### config.mk
export PLATFORM = sky130hd
export DESIGN_NAME = stst_walk
export DESIGN_NICKNAME = d
export VERILOG_FILES = /design/src/hw/rtl/stst_pkg.sv /design/src/hw/rtl/stst_walk.sv
export VERILOG_INCLUDE_DIRS = /design/src /design/src/hw/rtl
export SDC_FILE = /design/constraint.sdc
export NUM_CORES = 1
export LEC_CHECK = 0
export BUFFER_PORTS_ARGS = -buffer_cell sky130_fd_sc_hd__buf_4
export CORE_ASPECT_RATIO = 0.6
export CORE_MARGIN = 10
export CORE_UTILIZATION = 30
export CTS_BUF_LIST = sky130_fd_sc_hd__clkbuf_8 sky130_fd_sc_hd__clkbuf_16
export DETAILED_ROUTE_END_ITERATION = 6
export SYNTH_ARGS = -nofsm -noshare
export SYNTH_HDL_FRONTEND = slang
export SYNTH_SLANG_ARGS = --single-unit
export TNS_END_PERCENT = 20
### constraint.sdc
create_clock -name clk -period 5.1 [get_ports clk]
set_input_delay 0.51 -clock clk [delete_from_list [all_inputs] [get_ports clk]]
set_output_delay 0.51 -clock clk [all_outputs]
set_load 0.1 [all_outputs]
### src/hw/rtl/assert_macros.svh
// ----------------------------------------------------------------------------
// assert_macros.svh
// Assertion helper macros for the range-sum tree RTL.
// ----------------------------------------------------------------------------
`ifndef ASSERT_MACROS_SVH
`define ASSERT_MACROS_SVH

`ifndef ASSERT_OFF
// clocked property, masked while reset is asserted
`define STST_ASSERT(lbl, clk, rst_n, prop, msg) \
  lbl: assert property (@(posedge clk) disable iff (!rst_n) prop) else $error(msg);
// clocked property, checked during reset as well
`define STST_ASSERT_NR(lbl, clk, prop, msg) \
  lbl: assert property (@(posedge clk) prop) else $error(msg);
`else
`define STST_ASSERT(lbl, clk, rst_n, prop, msg)
`define STST_ASSERT_NR(lbl, clk, prop, msg)
`endif

`endif

### src/hw/rtl/stst_pkg.sv
// ----------------------------------------------------------------------------
// stst_pkg
// Shared constants and types of the segment tree range-sum block.
// ----------------------------------------------------------------------------
package stst_pkg;

  localparam int NUM_ELEMENTS = 1024;
  localparam int TREE_NODES   = 2 * NUM_ELEMENTS;
  localparam int IDX_W        = 10;
  localparam int END_W        = 11;
  localparam int VALUE_W      = 32;
  localparam int SUM_W        = 43;
  localparam int NODE_W       = $clog2(TREE_NODES);
  localparam int POS_W        = NODE_W + 1;

  localparam logic CMD_WRITE = 1'b0;
  localparam logic CMD_QUERY = 1'b1;

  typedef logic [SUM_W-1:0]  sum_t;
  typedef logic [NODE_W-1:0] node_t;
  typedef logic [POS_W-1:0]  pos_t;

  typedef struct packed {
    logic  we;
    node_t waddr;
    sum_t  wdata;
    node_t raddr0;
    node_t raddr1;
  } mem_req_t;

endpackage

### src/hw/rtl/stst_walk.sv
// ----------------------------------------------------------------------------
// stst_walk
// Tree walker: clearing pass, leaf update with ancestor recompute, range query.
// ----------------------------------------------------------------------------
`include "assert_macros.svh"

module stst_walk (
  input  logic                                 clk,
  input  logic                                 rst_n,
  input  logic                                 start,
  output logic                                 busy,
  input  logic                                 in_cmd,
  input  logic [stst_pkg::IDX_W-1:0]           in_index,
  input  logic [stst_pkg::END_W-1:0]           in_range_end,
  input  logic signed [stst_pkg::VALUE_W-1:0]  in_value,
  output logic                                 out_valid,
  output logic signed [stst_pkg::SUM_W-1:0]    out_range_sum,
  output stst_pkg::mem_req_t                   mem_req,
  input  stst_pkg::sum_t                       rdata0,
  input  stst_pkg::sum_t                       rdata1
);

  typedef enum logic [3:0] {
    ST_CLEAR = 4'b0001,
    ST_IDLE  = 4'b0010,
    ST_UPD   = 4'b0100,
    ST_QRY   = 4'b1000
  } state_t;

  state_t          state_r, state_nxt;
  stst_pkg::node_t clr_r, clr_nxt;
  stst_pkg::node_t node_r, node_nxt;
  stst_pkg::sum_t  cur_r, cur_nxt;
  stst_pkg::pos_t  lo_r, lo_nxt;
  stst_pkg::pos_t  hi_r, hi_nxt;
  stst_pkg::sum_t  acc_r, acc_nxt;
  logic            rd_pend_r, rd_pend_nxt;
  logic            v0_r, v0_nxt;
  logic            v1_r, v1_nxt;
  logic            out_valid_r, out_valid_nxt;
  stst_pkg::sum_t  out_sum_r, out_sum_nxt;

  stst_pkg::sum_t  leaf_val;
  stst_pkg::node_t leaf_node;
  stst_pkg::pos_t  first_w;
  stst_pkg::pos_t  end_w;
  stst_pkg::pos_t  end_c;
  stst_pkg::pos_t  hi_m1;
  stst_pkg::node_t parent;
  stst_pkg::sum_t  upd_sum;
  stst_pkg::sum_t  add0;
  stst_pkg::sum_t  add1;

  assign leaf_val  = {{(stst_pkg::SUM_W - stst_pkg::VALUE_W){in_value[stst_pkg::VALUE_W-1]}},
                      in_value};
  assign leaf_node = stst_pkg::node_t'(stst_pkg::NUM_ELEMENTS) +
                     stst_pkg::node_t'(in_index);
  assign first_w   = stst_pkg::pos_t'(in_index);
  assign end_w     = stst_pkg::pos_t'(in_range_end);
  assign end_c     = (end_w > stst_pkg::pos_t'(stst_pkg::NUM_ELEMENTS)) ?
                     stst_pkg::pos_t'(stst_pkg::NUM_ELEMENTS) : end_w;
  assign hi_m1     = hi_r - stst_pkg::pos_t'(1);
  assign parent    = node_r >> 1;
  assign upd_sum   = cur_r + rdata0;
  assign add0      = v0_r ? rdata0 : '0;
  assign add1      = v1_r ? rdata1 : '0;

  always_comb begin
    state_nxt      = state_r;
    clr_nxt        = clr_r;
    node_nxt       = node_r;
    cur_nxt        = cur_r;
    lo_nxt         = lo_r;
    hi_nxt         = hi_r;
    acc_nxt        = acc_r;
    rd_pend_nxt    = rd_pend_r;
    v0_nxt         = v0_r;
    v1_nxt         = v1_r;
    out_valid_nxt  = 1'b0;
    out_sum_nxt    = out_sum_r;
    mem_req        = '0;
    case (state_r)
      ST_CLEAR: begin
        mem_req.we    = 1'b1;
        mem_req.waddr = clr_r;
        clr_nxt       = clr_r + stst_pkg::node_t'(1);
        if (clr_r == '1) begin
          state_nxt = ST_IDLE;
        end
      end
      ST_IDLE: begin
        if (start) begin
          if (in_cmd == stst_pkg::CMD_WRITE) begin
            if (first_w < stst_pkg::pos_t'(stst_pkg::NUM_ELEMENTS)) begin
              mem_req.we     = 1'b1;
              mem_req.waddr  = leaf_node;
              mem_req.wdata  = leaf_val;
              mem_req.raddr0 = leaf_node ^ stst_pkg::node_t'(1);
              cur_nxt        = leaf_val;
              node_nxt       = leaf_node;
              state_nxt      = ST_UPD;
            end
          end else if (first_w >= end_c) begin
            out_valid_nxt = 1'b1;
            out_sum_nxt   = '0;
          end else begin
            lo_nxt      = stst_pkg::pos_t'(stst_pkg::NUM_ELEMENTS) + first_w;
            hi_nxt      = stst_pkg::pos_t'(stst_pkg::NUM_ELEMENTS) + end_c;
            acc_nxt     = '0;
            rd_pend_nxt = 1'b0;
            state_nxt   = ST_QRY;
          end
        end
      end
      ST_UPD: begin
        mem_req.we     = 1'b1;
        mem_req.waddr  = parent;
        mem_req.wdata  = upd_sum;
        mem_req.raddr0 = parent ^ stst_pkg::node_t'(1);
        cur_nxt        = upd_sum;
        node_nxt       = parent;
        if (parent == stst_pkg::node_t'(1)) begin
          state_nxt = ST_IDLE;
        end
      end
      ST_QRY: begin
        if (rd_pend_r) begin
          acc_nxt = acc_r + add0 + add1;
        end
        if (lo_r < hi_r) begin
          mem_req.raddr0 = lo_r[stst_pkg::NODE_W-1:0];
          mem_req.raddr1 = hi_m1[stst_pkg::NODE_W-1:0];
          v0_nxt         = lo_r[0];
          v1_nxt         = hi_r[0];
          lo_nxt         = (lo_r + stst_pkg::pos_t'(lo_r[0])) >> 1;
          hi_nxt         = (hi_r - stst_pkg::pos_t'(hi_r[0])) >> 1;
          rd_pend_nxt    = 1'b1;
        end else begin
          rd_pend_nxt   = 1'b0;
          out_valid_nxt = 1'b1;
          out_sum_nxt   = acc_nxt;
          state_nxt     = ST_IDLE;
        end
      end
      default: begin
        state_nxt = ST_CLEAR;
        clr_nxt   = '0;
      end
    endcase
  end

  always_ff @(posedge clk) begin
    if (!rst_n) begin
      state_r     <= ST_CLEAR;
      clr_r       <= '0;
      rd_pend_r   <= 1'b0;
      out_valid_r <= 1'b0;
    end else begin
      state_r     <= state_nxt;
      clr_r       <= clr_nxt;
      rd_pend_r   <= rd_pend_nxt;
      out_valid_r <= out_valid_nxt;
    end
  end

  always_ff @(posedge clk) begin
    node_r    <= node_nxt;
    cur_r     <= cur_nxt;
    lo_r      <= lo_nxt;
    hi_r      <= hi_nxt;
    acc_r     <= acc_nxt;
    v0_r      <= v0_nxt;
    v1_r      <= v1_nxt;
    out_sum_r <= out_sum_nxt;
  end

  assign busy          = (state_r != ST_IDLE);
  assign out_valid     = out_valid_r;
  assign out_range_sum = out_sum_r;

  `STST_ASSERT_NR(a_rst_no_result, clk, !rst_n |=> !out_valid_r, "result strobe after reset")
  `STST_ASSERT(a_qry_first_issue, clk, rst_n, (state_r == ST_QRY && !rd_pend_r) |-> (lo_r < hi_r), "query entered with empty range")
  `STST_ASSERT(a_no_node0_write, clk, rst_n, (mem_req.we && state_r != ST_CLEAR) |-> (mem_req.waddr != '0), "write to unused node 0")
  `STST_ASSERT(a_result_source, clk, rst_n, out_valid_r |-> ($past(state_r == ST_QRY) || $past(state_r == ST_IDLE && start && in_cmd == stst_pkg::CMD_QUERY)), "result without a query")
  `STST_ASSERT(a_clear_silent, clk, rst_n, (state_r == ST_CLEAR) |-> (busy && !out_valid_r), "activity during clearing pass")

endmodule

### Word level (Yosys, flattened, before mapping)

Cells that the tools add are included.

| word-level totals | value |
|---|---|
| register bits | 183 |
| latch bits | 0 |
| bits in writable memories | 0 |
| ROM bits | 0 |
| input bits | 143 |
| output and inout port bits | 122 |
| logic and storage cells | 114 |
| memories | 0 |

| operators by class | value |
|---|---|
| add/sub/neg operators | 10 |
| $mul | 0 |
| div/mod/pow operators | 0 |
| magnitude comparators | 4 |
| eq/ne operators | 19 |
| shift operators | 0 |
| mux-type cells | 58 |
| bitwise logic cells | 2 |
| reduce and logical (&&, ||, !) cells | 9 |

Operator list:

| kind | number |
|---|---|
| two-way mux 43 bit | 13 |
| one-hot mux 43 bit (2 select lines) | 4 |
| two-way mux 66 bit | 3 |
| adder 43 bit | 3 |
| two-way mux 12 bit | 8 |
| two-way mux 11 bit | 5 |
| one-hot mux 12 bit (2 select lines) | 2 |
| one-hot mux 11 bit (2 select lines) | 2 |
| one-hot mux 12 bit (3 select lines) | 1 |
| one-hot mux 11 bit (3 select lines) | 1 |
| two-way mux 4 bit | 7 |
| two-way mux 22 bit | 1 |
| != test 2 bit (second input constant) | 10 |
| one-hot mux 4 bit (4 select lines) | 1 |
| adder 11 x 10 -> 12 bit (first input constant) | 1 |
| adder 11 x 11 -> 12 bit (first input constant) | 1 |
| adder 12 x 1 -> 12 bit | 1 |
| < comparator 12 bit | 1 |
| subtractor 12 x 1 -> 12 bit | 1 |
| adder 11 x 1 -> 11 bit (second input constant) | 1 |
| adder 11 x 10 -> 11 bit (first input constant) | 1 |
| equality test 11 bit (second input constant) | 1 |
| greater-or-equal comparator 10 x 11 -> 1 bit | 1 |
| greater-than comparator 11 bit (second input constant) | 1 |
| other kinds (18) | 31 |

### Depth between registers and ports, before layout

Gate-level depths: netlist (run 1).

| depth | value |
|---|---|
| depth in word-level cells | 7 |
| mapped depth | 14 |
| gate-level depth less buffers | 14 |

### Least setup slack after synthesis (run 1)

No wires, ideal clock.

| path | value |
|---|---|
| path kind | input to output |
| start point | in rdata0[0] |
| end point | out mem_req[44] in the netlist's numbering |
| arrival | 4.701 ns |
| data required time | 4.590 ns |
| path slack | -0.111 ns |
| stages | 11 |
| path buffers | 0 |
| cell sequence | ha_1 fa_1 a211oi_1 o211ai_1 nand2_1 nor2_1 nor2_1 o21bai_1 a2111oi_0 xor2_1 o21ai_0 |

RTL lines:

| element | RTL line | text |
|---|---|---|
| start: declaration | stst_walk.sv:19 | `input stst_pkg::sum_t rdata0,` |
| end: declaration | stst_walk.sv:18 | `output stst_pkg::mem_req_t mem_req,` |

### Worst setup path in the final report (run 1)

| path | value |
|---|---|
| start point | reg v0_r |
| end point | reg out_sum_r[38] (netlist: out_range_sum[38]), data pin |

| on the way | value |
|---|---|
| longest elaborated chain between the ends | 6 |

RTL lines:

| element | RTL line | text |
|---|---|---|
| start: declaration | stst_walk.sv:38 | `logic v0_r, v0_nxt;` |
| start signal: assignment | stst_walk.sv:172 | `v0_r <= v0_nxt;` |
| two-way mux 43 bit | stst_walk.sv:65 | `assign add0 = v0_r ? rdata0 : '0;` |
| adder 43 bit (2 in a row) | stst_walk.sv:128 | `acc_nxt = acc_r + add0 + add1;` |
| two-way mux 43 bit | stst_walk.sv:127 | `if (rd_pend_r) begin` |
| two-way mux 43 bit | stst_walk.sv:130 | `if (lo_r < hi_r) begin` |
| one-hot mux 43 bit (2 select lines) | stst_walk.sv:82 | `case (state_r)` |
| end signal: assignment | stst_walk.sv:174 | `out_sum_r <= out_sum_nxt;` |
| end: declaration | stst_walk.sv:41 | `stst_pkg::sum_t out_sum_r, out_sum_nxt;` |

Every way passes these cells. The select of a mux whose other input is x is not followed.
A chain may end at the register's enable or synchronous reset.

==> results.yml, run 1 <==
power_and_ir_drop:
  power_density_nw_per_um2: 243
  power_frac_seq: 0.391
  irDropWorstVdd_v: 0.000218
  power_leakage_nw: 7.59
  p_int_mw: 2.80
  p_switching_mw: 1.57
  clkPwrFrac: 0.310
  netSwitchingFraction: 0.359
  power_frac_comb: 0.299
critical_path:
  critical_path.cell_chain: "buf_4 -> and2_1 -> fa_1 -> ha_1 -> nand4_1 -> nor4_2 -> o21a_1 -> nor2_1 -> o41ai_1 -> nor2_1 -> xnor2_1 -> nand2_1 -> a21oi_1"
  critPathMaxStageDelay_ns: 0.56
  crit_buf_inv: 1
  cp_max_fo: 36
  cp-start-kind: "flip-flop"
  crit_top_cell: "nor2_1"
  path_delay_family: "simple AND/OR/NAND/NOR gates"
  required_ns: 5.32
  slowest_stage: "o41ai_1"
  crit_start: "v0_r"
  path_class: "reg2reg"
  r2r_start: "v0_r"
  crit_arrival_ns: 5.01
  crit_path_end_kind: "flip-flop"
synth:
  ys_types: 70
  synth-edff-count: 164
  yosysSeqAreaShare: 0.358
  synth_ff_type: "edfxtp_1"
  async_flop_share: 0
  ys_warn_count: 0
  syn_avg_cell_area_sq_um: 9.08
  syn_nets: 1914
  synthCells: 1621
  synth_area_sq_um: 14700
  synth-seq-cells: 181
global_route:
  grt_pass1_wl_microns: 80400
  grt_start_max_net_pins: 58
  grt-ovfl-total: 0
  track_usage: 0.180
  first_global_vias: 12800
  grt_antenna_before_repair: 3
timing:
  relSlewSlack: 0.196
  skew_ns: 0.0174
  fin_ws_ns: 0.311
  setup_viol: 0
  drv_slew: 0
  worstMarginPinSlew_ns: 1.19
  rsz0062_at_grt: "no"
  post-route-period-util: 0.939
  fmax_ghz: 0.209
  final-hold-violation-count: 0
  period_minus_slack_ns: 4.79
  setup_tns_ns: 0
floorplan:
  io_pins: 265
  core_sq_um: 48200
  fp.dieH_microns: 192
  rows: 62
  dieWidth_microns: 306
  dieArea_sq_um: 58600
  initial_utilization: 0.305
layout:
  final_cell_mix: "buf_4, nand2_1, edfxtp_1"
  final_common_cell: "buf_4"
  drive_above_1_share: 0.185
  syn_to_final_growth_pct: 22.2
  final_nets: 2146
  fin_util: 0.373
route:
  vias_per_cell: 5.22
  drc_errors: 0
  wl_per_cell_microns: 21.7
  drtAntennaViolNets: 0
  drtIter0Drc: 1184
  drt_wl_total_microns: 54400
  via_count: 13100
  drtPass1Iterations: 5
clocking:
  clkSinkCount: 181
  post_cts_buffers: 0
  clkTransAtPathRegs_ns: 0.09
  cts_root_buf: "clkbuf_16"
  clk_path_buf_depth: 2
  clk_latency_ns: 0.48
  tritoncts: "done"
  htreeDepth: 4
  numCtsBuffers: 17
place:
  io_buffers: 264
  place_ws_ns: 0.193
  hpwlAfterDp_microns: 43500
  gp_congestion: 0.945
worst_hold_path:
  hp-class: "in2reg"
  min_from: "rst_n"
job:
  maxCapViolations: 0
status:
  outcome: "finished, final reports clean"
[per-stage QoR]
stage | hold slack, ns | total power [mW] | cell area, sq um | cells
6_report | 0.304 | 4.37 | 18000 | 2509
2_1_floorplan | 0.463 | 2.62 | 14700 | 1621
3_3_place_gp | 0.497 | 3.01 | 17400 | 2474
5_1_grt | 0.301 | 4.57 | 18000 | 2507
3_5_place_dp | 0.513 | 3.02 | 17400 | 2474
4_1_cts | 0.284 | 4.38 | 18000 | 2506
[sequential cells by signal, summed over array words and instances, names as in the netlist]
| register | count |
|---|---|
| node_r | 10 |
| lo_r | 11 |
| out_range_sum | 43 |
| v0_r | 1 |
| clr_r | 11 |
| v1_r | 1 |
| hi_r | 12 |
| out_valid | 1 |
| state_r | 4 |
| cur_r | 43 |
| acc_r | 43 |
| rd_pend_r | 1 |
[routing by layer]
layer / track usage / vias to the layer above / share of wire
met5: 0 / - / 0
met4: 0.0327 / 0 / 0.012
met3: 0.0568 / 41 / 0.091
met2: 0.263 / 545 / 0.42
met1: 0.257 / 6250 / 0.48
li1: - / 6254 / -
[final timing paths]
check	end	slack, ns	cells after the start
worst max-delay path	out_range_sum[38]	0.31	13
worst max register to register	out_range_sum[38]	0.31	13
worst min register to register	clr_r[10]	0.53	2
worst min-delay path	state_r[3]	0.30	3
[cells in the mapped netlist (7+ instances only)]
master	number	area [sq um]
a211oi_1	13	97.6
a21boi_0	22	165
a21o_1	66	495
a21oi_1	104	521
a31oi_1	11	68.8
and2_1	95	594
and3_1	17	106
buf_1	9	33.8
clkbuf_1	59	221
dfxtp_1	17	340
edfxtp_1	164	4920
fa_1	44	881
ha_1	106	1330
inv_1	58	218
mux2i_1	24	240
nand2_1	267	1000
nand2b_1	20	125
nand3_1	28	140
nand4_1	19	119
nor2_1	107	402
nor2b_1	13	81.3
nor3_1	18	90.1
nor4_1	8	50.1
o211ai_1	8	60.1
o21a_1	11	82.6
o21ai_0	95	475
o21ai_1	7	35.0
o21bai_1	15	113
xnor2_1	61	534
xor2_1	39	342
[worst reg2reg max path, delay by kind of cell, from the launching register on]
| kind | cells | cell delay [ns] |
|---|---|---|
| AO/OA/AOI/OAI | 3 | 1.21 |
| adder cells (fa/ha/maj) | 2 | 0.95 |
| buffers and inverters | 1 | 0.41 |
| XOR/XNOR | 1 | 0.16 |
| AND/OR/NAND/NOR | 6 | 1.29 |
| flip-flops | 1 | 0.52 |
[power groups by stage]
| stage | Combinational (mW) | Clock, mW | Sequential, mW |
|---|---|---|---|
| 6_report | 1.31 | 1.36 | 1.71 |
| 5_1_grt | 1.42 | 1.44 | 1.71 |
| 2_1_floorplan | 0.888 | 0 | 1.74 |
| 3_5_place_dp | 1.28 | 0 | 1.74 |
| 4_1_cts | 1.29 | 1.38 | 1.71 |
| 3_3_place_gp | 1.27 | 0 | 1.74 |
[cell type report]
type / instances / area [sq um]
clock buffer: 17 / 425
multi-input combinational: 1308 / 8970
tap: 640 / 801
clock inverter: 15 / 140
timing repair buffer: 287 / 2150
inverter: 58 / 218
fill: 4861 / 30200
sequential: 181 / 5270
antenna: 3 / 7.51
[cell families after synthesis]
kind of cell | Yosys count | synth area share
fa+ha+maj | 150 | 0.150
compound gates | 406 | 0.177
simple gates | 624 | 0.201
xor+xnor | 101 | 0.0606
buf+inv | 132 | 0.0344
mux | 27 | 0.0186
flops | 181 | 0.358
[what timing repair did]
item | CTS | global route
setup endpoints to repair | 0 | 12
hold buffers | 0 | 0
resized for setup | 0 | 1
(Power assumes the default switching activity.)
==> inputs of run 2 (changes only) <==
CORE_UTILIZATION = 46   (was 30)
PLACE_DENSITY = 0.68   (was unset)
==> results.yml, run 2 (synthesis results as in run 1) <==
floorplan:
  dieArea_sq_um: 39800
  initial_utilization: 0.469
  dieWidth_microns: 251
  core_sq_um: 31300
  rows: 50
  fp.dieH_microns: 159
  io_pins: 265
global_route:
  grt_pass1_wl_microns: 75600
  use_met3: 0.0687
  grt_start_max_net_pins: 58
  track_usage: 0.247
  met1_usage: 0.370
  globalRouteMet2Util: 0.333
  grt_antenna_before_repair: 6
  grt-ovfl-total: 0
  first_global_vias: 12700
  busiest_layer: "met1"
power_and_ir_drop:
  irDropWorstVdd_v: 0.000229
  power_leakage_nw: 7.61
  power_density_nw_per_um2: 254
route:
  vias_per_cell: 5.78
  drtIter0Drc: 1435
  drc_errors: 0
  drtPass1Iterations: 5
  via_count: 13200
  drt_wl_total_microns: 50700
  wl_per_cell_microns: 22.2
  drtAntennaViolNets: 0
timing:
  post-route-period-util: 0.906
  relSlewSlack: 0.228
  holdWs_ns: 0.322
  fin_ws_ns: 0.480
  period_minus_slack_ns: 4.62
  final-hold-violation-count: 0
  rsz0062_at_grt: "no"
  drv_slew: 0
  fmax_ghz: 0.216
  skew_ns: 0.0186
  setup_tns_ns: 0
  setup_viol: 0
  worstMarginPinSlew_ns: 1.16
critical_path:
  crit_path_end_kind: "flip-flop"
  cp_max_fo: 16
  r2r_end: "acc_r[35]"
  cp-start-kind: "flip-flop"
  path_class: "reg2reg"
  critical_path.cell_chain: "buf_4 -> and2_1 -> fa_1 -> inv_1 -> fa_1 -> nor2b_1 -> o2111ai_1 -> a311oi_1 -> o41ai_1 -> a211oi_1 -> a21boi_1 -> o21bai_1 -> xnor2_1 -> o21ai_0"
  required_ns: 5.26
  rr_worst_depth: 14
  slowest_stage: "edfxtp_1"
  critPathMaxStageDelay_ns: 0.59
  regToRegSetupSlack_ns: 0.48
  r2r_start: "v0_r"
  crit_arrival_ns: 4.78
  crit_top_cell: "fa_1"
worst_hold_path:
  hp-class: "in2reg"
  holdPathEnd: "cur_r[2]"
  min_from: "in_value[2]"
  holdPathStages: 3
clocking:
  cts_root_buf: "clkbuf_16"
  clkSinkCount: 181
  clkTransAtPathRegs_ns: 0.07
  clk_latency_ns: 0.46
  htreeDepth: 4
  numCtsBuffers: 17
  tritoncts: "done"
  post_cts_buffers: 0
  cts_resized: 0
  clk_path_buf_depth: 2
  hold_buffers: 0
layout:
  syn_to_final_growth_pct: 20.7
  final_nets: 2145
  final_cell_mix: "buf_4, nand2_1, edfxtp_1"
  drive_above_1_share: 0.183
  final_cells: 2285
  final_common_cell: "buf_4"
  fin_util: 0.567
place:
  dpl.cell_count: 2249
  hpwlAfterDp_microns: 40500
  gp_congestion: 0.962
  io_buffers: 264
  place_ws_ns: 0.544
job:
  maxCapViolations: 0
status:
  outcome: "finished, final reports clean"
[run 2: cell types whose count changed in the layout (fill, tap and decap cells not counted), sizes merged]
cell / delta
bufinv: +5
buf: -1
clkinv: -2
inv: -4
clkinvlp: +1
diode: +1
[run 2: final cells by class]
cell class	count	area [sq um]
sequential	181	5270
inverter	58	218
clock inverter	15	210
clock buffer	17	425
timing repair buffer	286	2150
multi-input combinational	1308	8970
antenna	4	10.0
tap	416	520
fill	2829	13600
[run 2: where the power goes]
group          switching (mW)  internal, mW  leakage, nW
Sequential             0.0486          1.66         1.47
Clock                   0.624         0.866        0.314
Combinational           0.819         0.495         5.83
[run 2: per-layer routing]
layer | up-vias | part of all wire
li1 | 6260 | -
met1 | 6246 | 0.48
met2 | 635 | 0.40
met3 | 74 | 0.10
met4 | 0 | 0.023
met5 | - | 0
[run 2: worst max-delay path: cells and delay by family (launching register included)]
kind / cells / cell delay, ns
buffers and inverters: 2 / 0.33
XOR/XNOR: 1 / 0.13
AND/OR/NAND/NOR: 2 / 0.34
flip-flops: 1 / 0.59
AO/OA/AOI/OAI: 7 / 1.94
adder cells (fa/ha/maj): 2 / 0.99
[run 2: per-stage QoR]
stage / total power, mW / instance area, sq um
after floorplan: 2.62 / 14700
after global placement: 3.01 / 17100
after detailed placement: 3.02 / 17100
after CTS: 4.49 / 17800
after global routing: 4.69 / 17800
final: 4.51 / 17800
[run 2: worst max-delay path by stage]
stage,startpoint,slack [ns],cells after the start,end
after floorplan,rdata0[0],0.06,11,mem_req[40]
after global placement,v0_r,0.69,14,acc_r[35]
after detailed placement,v0_r,0.54,14,acc_r[35]
after CTS,v0_r,0.54,14,acc_r[35]
after global routing,v0_r,0.20,14,acc_r[35]
final,v0_r,0.48,14,acc_r[35]
==> inputs of run 3 (changes only) <==
ABC_AREA = 1   (was unset)
CORE_UTILIZATION = 59   (was 46)
PLACE_DENSITY = 0.83   (was 0.68)
==> results.yml, run 3 <==
synth:
  synth-seq-cells: 181
  synth_common_cells: "nand2_1, inv_1, nor2_1"
  yosysSeqAreaShare: 0.313
  synth_ff_type: "edfxtp_1"
  syn_avg_cell_area_sq_um: 6.70
  synth-edff-count: 164
  yosysMostFrequentCell: "nand2_1"
  ys_top_cells_by_area: "edfxtp_1, nand2_1, inv_1"
  synth_top_area_frac: 0.293
  ys_types: 49
  syn_nets: 2803
  synthCells: 2510
  yosys.area.top_type: "edfxtp_1"
  synth_area_sq_um: 16800
  ys_warn_count: 0
  async_flop_share: 0
power_and_ir_drop:
  irDropWorstVdd_v: 0.000210
  power_leakage_nw: 10.6
  power_density_nw_per_um2: 243
timing:
  setup_tns_ns: 0
  period_minus_slack_ns: 4.36
  final-hold-violation-count: 0
  post-route-period-util: 0.856
  rsz0062_at_grt: "no"
  skew_ns: 0.0142
  relSlewSlack: 0.168
  setup_viol: 0
  holdWs_ns: 0.322
  drv_slew: 0
  fmax_ghz: 0.229
  worstMarginPinSlew_ns: 1.25
route:
  drc_errors: 0
  drtIter0Drc: 2800
  drt_wl_total_microns: 64300
  drtPass1Iterations: 7
  wl_per_cell_microns: 20.5
  drtAntennaViolNets: 0
  via_count: 18200
  vias_per_cell: 5.80
clocking:
  hold_buffers: 0
  clkSinkCount: 181
  tritoncts: "done"
  numCtsBuffers: 17
  clk_latency_ns: 0.47
  clk_path_buf_depth: 2
  cts_root_buf: "clkbuf_16"
  cts_resized: 0
  clkTransAtPathRegs_ns: 0.08
  htreeDepth: 4
  post_cts_buffers: 0
critical_path:
  crit_path_end_kind: "flip-flop"
  path_class: "reg2reg"
  path_delay_family: "simple AND/OR/NAND/NOR gates"
  regToRegSetupSlack_ns: 0.74
  cp_max_fo: 23
  crit_buf_inv: 3
  critical_path.cell_chain: "buf_4 -> nand2_1 -> inv_1 -> fa_1 -> ha_1 -> nand2_1 -> nor2_1 -> nand2_1 -> nand3_1 -> nand2_1 -> nand2_1 -> nand3_1 -> nand3_1 -> nand2_1 -> o21ai_0 -> inv_1"
  required_ns: 5.33
  cp-start-kind: "flip-flop"
  crit_top_cell: "nand2_1"
  slowest_stage: "edfxtp_1"
  critPathMaxStageDelay_ns: 0.95
  crit_arrival_ns: 4.59
floorplan:
  dieWidth_microns: 238
  fp.dieH_microns: 151
  rows: 47
  dieArea_sq_um: 35900
  io_pins: 265
  core_sq_um: 27800
  initial_utilization: 0.605
place:
  io_buffers: 264
  gp_congestion: 1.11
  hpwlAfterDp_microns: 51700
global_route:
  track_usage: 0.350
  grt_antenna_before_repair: 2
  grt-ovfl-total: 0
  first_global_vias: 16900
  grt_pass1_wl_microns: 96800
  grt_start_max_net_pins: 77
layout:
  final_nets: 3047
  final_common_cell: "nand2_1"
  final_cell_mix: "nand2_1, inv_1, buf_4"
  drive_above_1_share: 0.125
  syn_to_final_growth_pct: 17.6
job:
  maxCapViolations: 0
status:
  outcome: "finished, final reports clean"
worst_hold_path:
  hp-class: "in2reg"
run 3: changes by cell type after synthesis, moves of 24 or more:
cell / change
mux2i_1: -24
xnor2_1: -55
clkbuf_1: -37
nand2_1: +556
and2_1: -90
nor2_1: +152
o21ai_1: +29
a21o_1: -60
nand3_1: +115
inv_1: +420
run 3: through the flow:
step                instance area [sq um]  worst slack [ns]  power [mW]  cells   util
floorplan                           16800              1.14        2.84   2510      -
global placement                    19100              1.10        3.31   3102  0.688
detailed placement                  19100              1.04        3.33   3102  0.688
CTS                                 19800             0.990        4.76   3134  0.711
global route                        19800             0.652        4.96   3134  0.711
finish                              19800             0.736        4.81   3136  0.711
run 3: logic make-up (layout without fill, tap and decap cells):
family / Yosys count / after routing / share of synthesized area
adders and majority gates: 150 / 150 / 0.131
buffers and inverters: 533 / 790 / 0.121
and+or+nand+nor: 1318 / 1318 / 0.324
DFF: 181 / 181 / 0.313
other: 0 / 2 / 0
xor gates and xnor gates: 27 / 27 / 0.0141
AOI/OAI and AO/OA: 301 / 301 / 0.0974
run 3: worst paths after layout:
| path | from | end | cells after the start |
|---|---|---|---|
| worst max-delay path | v0_r | acc_r[27] | 16 |
| worst min-delay path | in_value[25] | cur_r[25] | 3 |
| worst max register to register | v0_r | acc_r[27] | 16 |
| worst min register to register | hi_r[0] | v1_r | 0 |
run 3: final cells by class:
cell class,instances,area (sq um)
inverters,486,1830
diodes,2,5.00
flip-flops and latches,181,5270
fillers,2345,8040
well taps,367,459
multi-input cells,1796,9530
clock inverters,15,203
repair buffers,272,2050
clock buffers,17,425
run 3: worst min-delay path, delay by kind of cell:
family / cells / cell delay, ns
AND/OR/NAND/NOR: 2 / 0.10
buffers and inverters: 1 / 0.08
run 3: power by group:
group	switching [mW]	internal [mW]	total [mW]
registers	0.0521	1.69	1.74
logic	1.18	0.441	1.62
clock network	0.737	0.715	1.45
run 3: per-layer routing:
| layer | track usage | up-vias | wire length [microns] |
|---|---|---|---|
| li1 | - | 8409 | - |
| met1 | 0.491 | 8253 | 26400 |
| met2 | 0.505 | 1386 | 26300 |
| met3 | 0.114 | 147 | 9850 |
| met4 | 0.101 | 0 | 1820 |
| met5 | 0 | - | 0 |
